==> src/rtl/iee_ram.sv <==
`timescale 1ns / 1ps

module iee_ram #(
    parameter int WIDTH = 8,
    parameter int DEPTH = 16
) (
    input  logic                     aclk,
    input  logic                     we,
    input  logic [$clog2(DEPTH)-1:0] waddr,
    input  logic [WIDTH-1:0]         wdata,
    input  logic [$clog2(DEPTH)-1:0] raddr,
    output logic [WIDTH-1:0]         rdata
);

    logic [WIDTH-1:0] mem [DEPTH];

    // One write port, one registered read port
    always_ff @(posedge aclk) begin
        if (we) begin
            mem[waddr] <= wdata;
        end
        rdata <= mem[raddr];
    end

endmodule

==> config.mk <==
export PLATFORM = sky130hd
export DESIGN_NAME = iee_ram
export DESIGN_NICKNAME = d
export VERILOG_FILES = /design/src/rtl/iee_ram.sv
export SDC_FILE = /design/constraint.sdc
export NUM_CORES = 1
export LEC_CHECK = 0
export ABC_CLOCK_PERIOD_IN_PS = 2600
export BUFFER_PORTS_ARGS = -buffer_cell sky130_fd_sc_hd__buf_2
export CAP_MARGIN = 10
export CORE_MARGIN = 2
export CORE_UTILIZATION = 45
export DETAILED_ROUTE_END_ITERATION = 8
export GPL_TIMING_DRIVEN = 0
export PLACE_DENSITY = 0.62
export SYNTH_ARGS = -nofsm -noshare
export SYNTH_HDL_FRONTEND = slang
export SYNTH_SLANG_ARGS = --single-unit
==> constraint.sdc <==
create_clock -name aclk -period 2.6 [get_ports aclk]
set_input_delay 0.78 -clock aclk [delete_from_list [all_inputs] [get_ports aclk]]
set_output_delay 0.78 -clock aclk [all_outputs]
set_load 0.02 [all_outputs]
==> impl_metrics.json <==
{
  "skew_ns": 0.00487,
  "drc": 0,
  "p_int_mw": 3.82,
  "synthArstFlopShare_pct": 0,
  "row_count": 39,
  "layout-drive-gt1-share_pct": 28.6,
  "cp.arrival_ns": 2.15,
  "ys_warn_count": 0,
  "fin_crit_sh_pct": 78.6,
  "ys_ff_latch": 136,
  "synth_enable_flop_cells": 128,
  "clock_path_buffers": 2,
  "yosysUniqueCellTypes": 19,
  "syn_inst": 229,
  "pwr_density_cell_nw_per_um2": 798,
  "layout-area-overhead-vs-synth_pct": 16.2,
  "drt_iter0_markers": 150,
  "clock_tree.root_cell": "clkbuf_16",
  "grt_max_degree": 17,
  "hold_buffers": 0,
  "combPwrFrac_pct": 5.2,
  "place_hpwl_um": 6080,
  "ff_latch_area_um2": 4000,
  "crit_path_end_kind": "register",
  "switchingPower_mw": 0.948,
  "cp_max_fo": 6,
  "critical_path_class": "in -> reg",
  "synthFlopType": "edfxtp_1",
  "routabilityCongestion": 0.722,
  "syn_nets": 247,
  "grt_overflow": 0,
  "ioPinCount": 26,
  "status": "finished, final reports clean",
  "rsz0062_at_grt": "no",
  "n_fill_cell": 873,
  "core_um2": 11300,
  "clk-insertion-delay-late_ns": 0.41,
  "die-width_um": 111,
  "worstMarginPinSlew_ns": 0.863,
  "num_vias": 2398,
  "critPathRequiredTime_ns": 2.70,
  "fin_crit_ns": 2.04,
  "hold_violations": 0,
  "cts_resized": 0,
  "wl_per_cell_um": 22.2,
  "cts_tree": "yes",
  "antenna_left": 0,
  "multiInputGateArea_um2": 1060,
  "p_seq_share_pct": 51.6,
  "max-slew-margin-rel_pct": 42.2,
  "yosysTopAreaCellShare_pct": 74.7,
  "seq_area_frac_synth_pct": 77.8,
  "grt_usage_pct": 16.8,
  "peakVddDrop_uv": 320,
  "power.clock.fraction_pct": 43.2,
  "synth.largest_area_cell": "edfxtp_1",
  "drt_wl_total_um": 9560,
  "hp-class": "reg -> reg",
  "setup_viol": 0,
  "ctsHtreeMaxLevel": 4,
  "fp.dieH_um": 111,
  "synth_common_cells": "edfxtp_1, mux4_2, a22oi_1",
  "antenna_found_initial": 0,
  "cap_violations": 0,
  "grt_pass1_vias": 2503,
  "clk_pin_slew_worst_paths_ns": 0.05,
  "cts_buffers": 17,
  "slew_viol_final": 0,
  "drt_pass1_iterations": 4,
  "max_freq_mhz": 489,
  "antenna_cells": 0,
  "dieArea_um2": 12300,
  "vias_per_cell": 5.58,
  "worstSetupStartpointType": "input port",
  "initial_core_util_pct": 45.7,
  "fin_hold_ws_ns": 0.672,
  "numPortBuffers": 24,
  "switching_share_pct": 19.9,
  "power.leakage_nw": 2.02,
  "syn_area_per_cell_um2": 22.5,
  "grt_pass1_wl_um": 14600,
  "fin_util_pct": 53.0,
  "synth_most_common_cell": "edfxtp_1",
  "synth_area_leaders": "edfxtp_1, mux4_2, mux4_1",
  "post_cts_buffers": 0,
  "syn_area_um2": 5150,
  "fin_nets": 294,
  "clock-sinks": 136
}
[registers in the layout (all words and copies together), names as in the netlist]
register,cells
mem,128
rdata,8
[per-layer routing]
layer | vias up | global-route usage (%) | part of all wire, %
li1 | 1068 | - | -
met1 | 1231 | 23.0 | 43
met2 | 79 | 25.1 | 48
met3 | 20 | 4.92 | 6.5
met4 | 0 | 8.08 | 2.7
met5 | - | 0 | 0
[cells in the final DEF (no fill, tap or decap)]
cell type,instances
nand3_1,1
clkbuf_4,1
buf_6,3
clkdlybuf4s25_2,3
dfxtp_1,8
edfxtp_1,128
nor3_1,4
a22oi_1,16
buf_2,30
nor2_1,13
clkbuf_16,17
nand3b_1,2
clkbuf_1,5
nor2b_1,1
mux4_1,14
or3b_2,1
nand2b_1,2
and2_1,1
clkinv_2,5
mux4_2,18
nand2_1,9
clkbuf_8,3
buf_4,1
and2b_1,1
[area by class of cell]
cell class / instances / area share, %
Buffer: 10 / 1.44
Clock buffer: 25 / 8.12
Clock inverter: 5 / 0.418
Multi-Input combinational cell: 83 / 17.7
Sequential cell: 136 / 67.0
Tap cell: 143 / 2.99
Timing Repair Buffer: 28 / 2.39
[per-stage QoR]
step	std cells	power (mW)	setup slack, ns	area (um2)	TNS, ns
after CTS	428	4.80	0.525	5970	0
after detailed placement	398	2.76	0.103	5460	0
final	430	4.77	0.556	5980	0
after global routing	430	4.92	0.451	5980	0
after global placement	396	2.75	-0.262	5450	-2.27
after floorplan	229	2.65	0.327	5150	0
[path summary, 6_finish.rpt]
| kind | from | endpoint | slack [ns] | cells after the start |
|---|---|---|---|---|
| setup / recovery | waddr[2] | mem[0][6] | 0.56 | 4 |
| hold reg to reg | mem[8][3] | rdata[3] | 0.67 | 3 |
| setup reg to reg | mem[9][5] | rdata[5] | 1.20 | 3 |
| hold / removal | mem[8][3] | rdata[3] | 0.67 | 3 |
[cell families (layout without fill, tap and decap cells)]
logic type / Yosys count / after routing / share of synthesized area, %
compound gates: 16 / 16 / 2.33
buf+inv: 10 / 68 / 1.68
flops: 136 / 136 / 77.8
mux: 32 / 32 / 15.0
simple gates: 35 / 35 / 3.18
[worst max-delay path, stage by stage]
cell and delay (ns):
buf_2 0.11, or3b_2 0.53, nor3_1 0.43, buf_2 0.30
[power by group through the flow]
stage | Sequential (mW) | Combinational (mW) | Clock, mW
detailed placement | 2.51 | 0.250 | 0
finish | 2.46 | 0.247 | 2.06
floorplan | 2.53 | 0.124 | 0
global route | 2.47 | 0.266 | 2.19
CTS | 2.46 | 0.251 | 2.09
global placement | 2.50 | 0.245 | 0
Note: power is estimated with default switching activity, not from simulation.
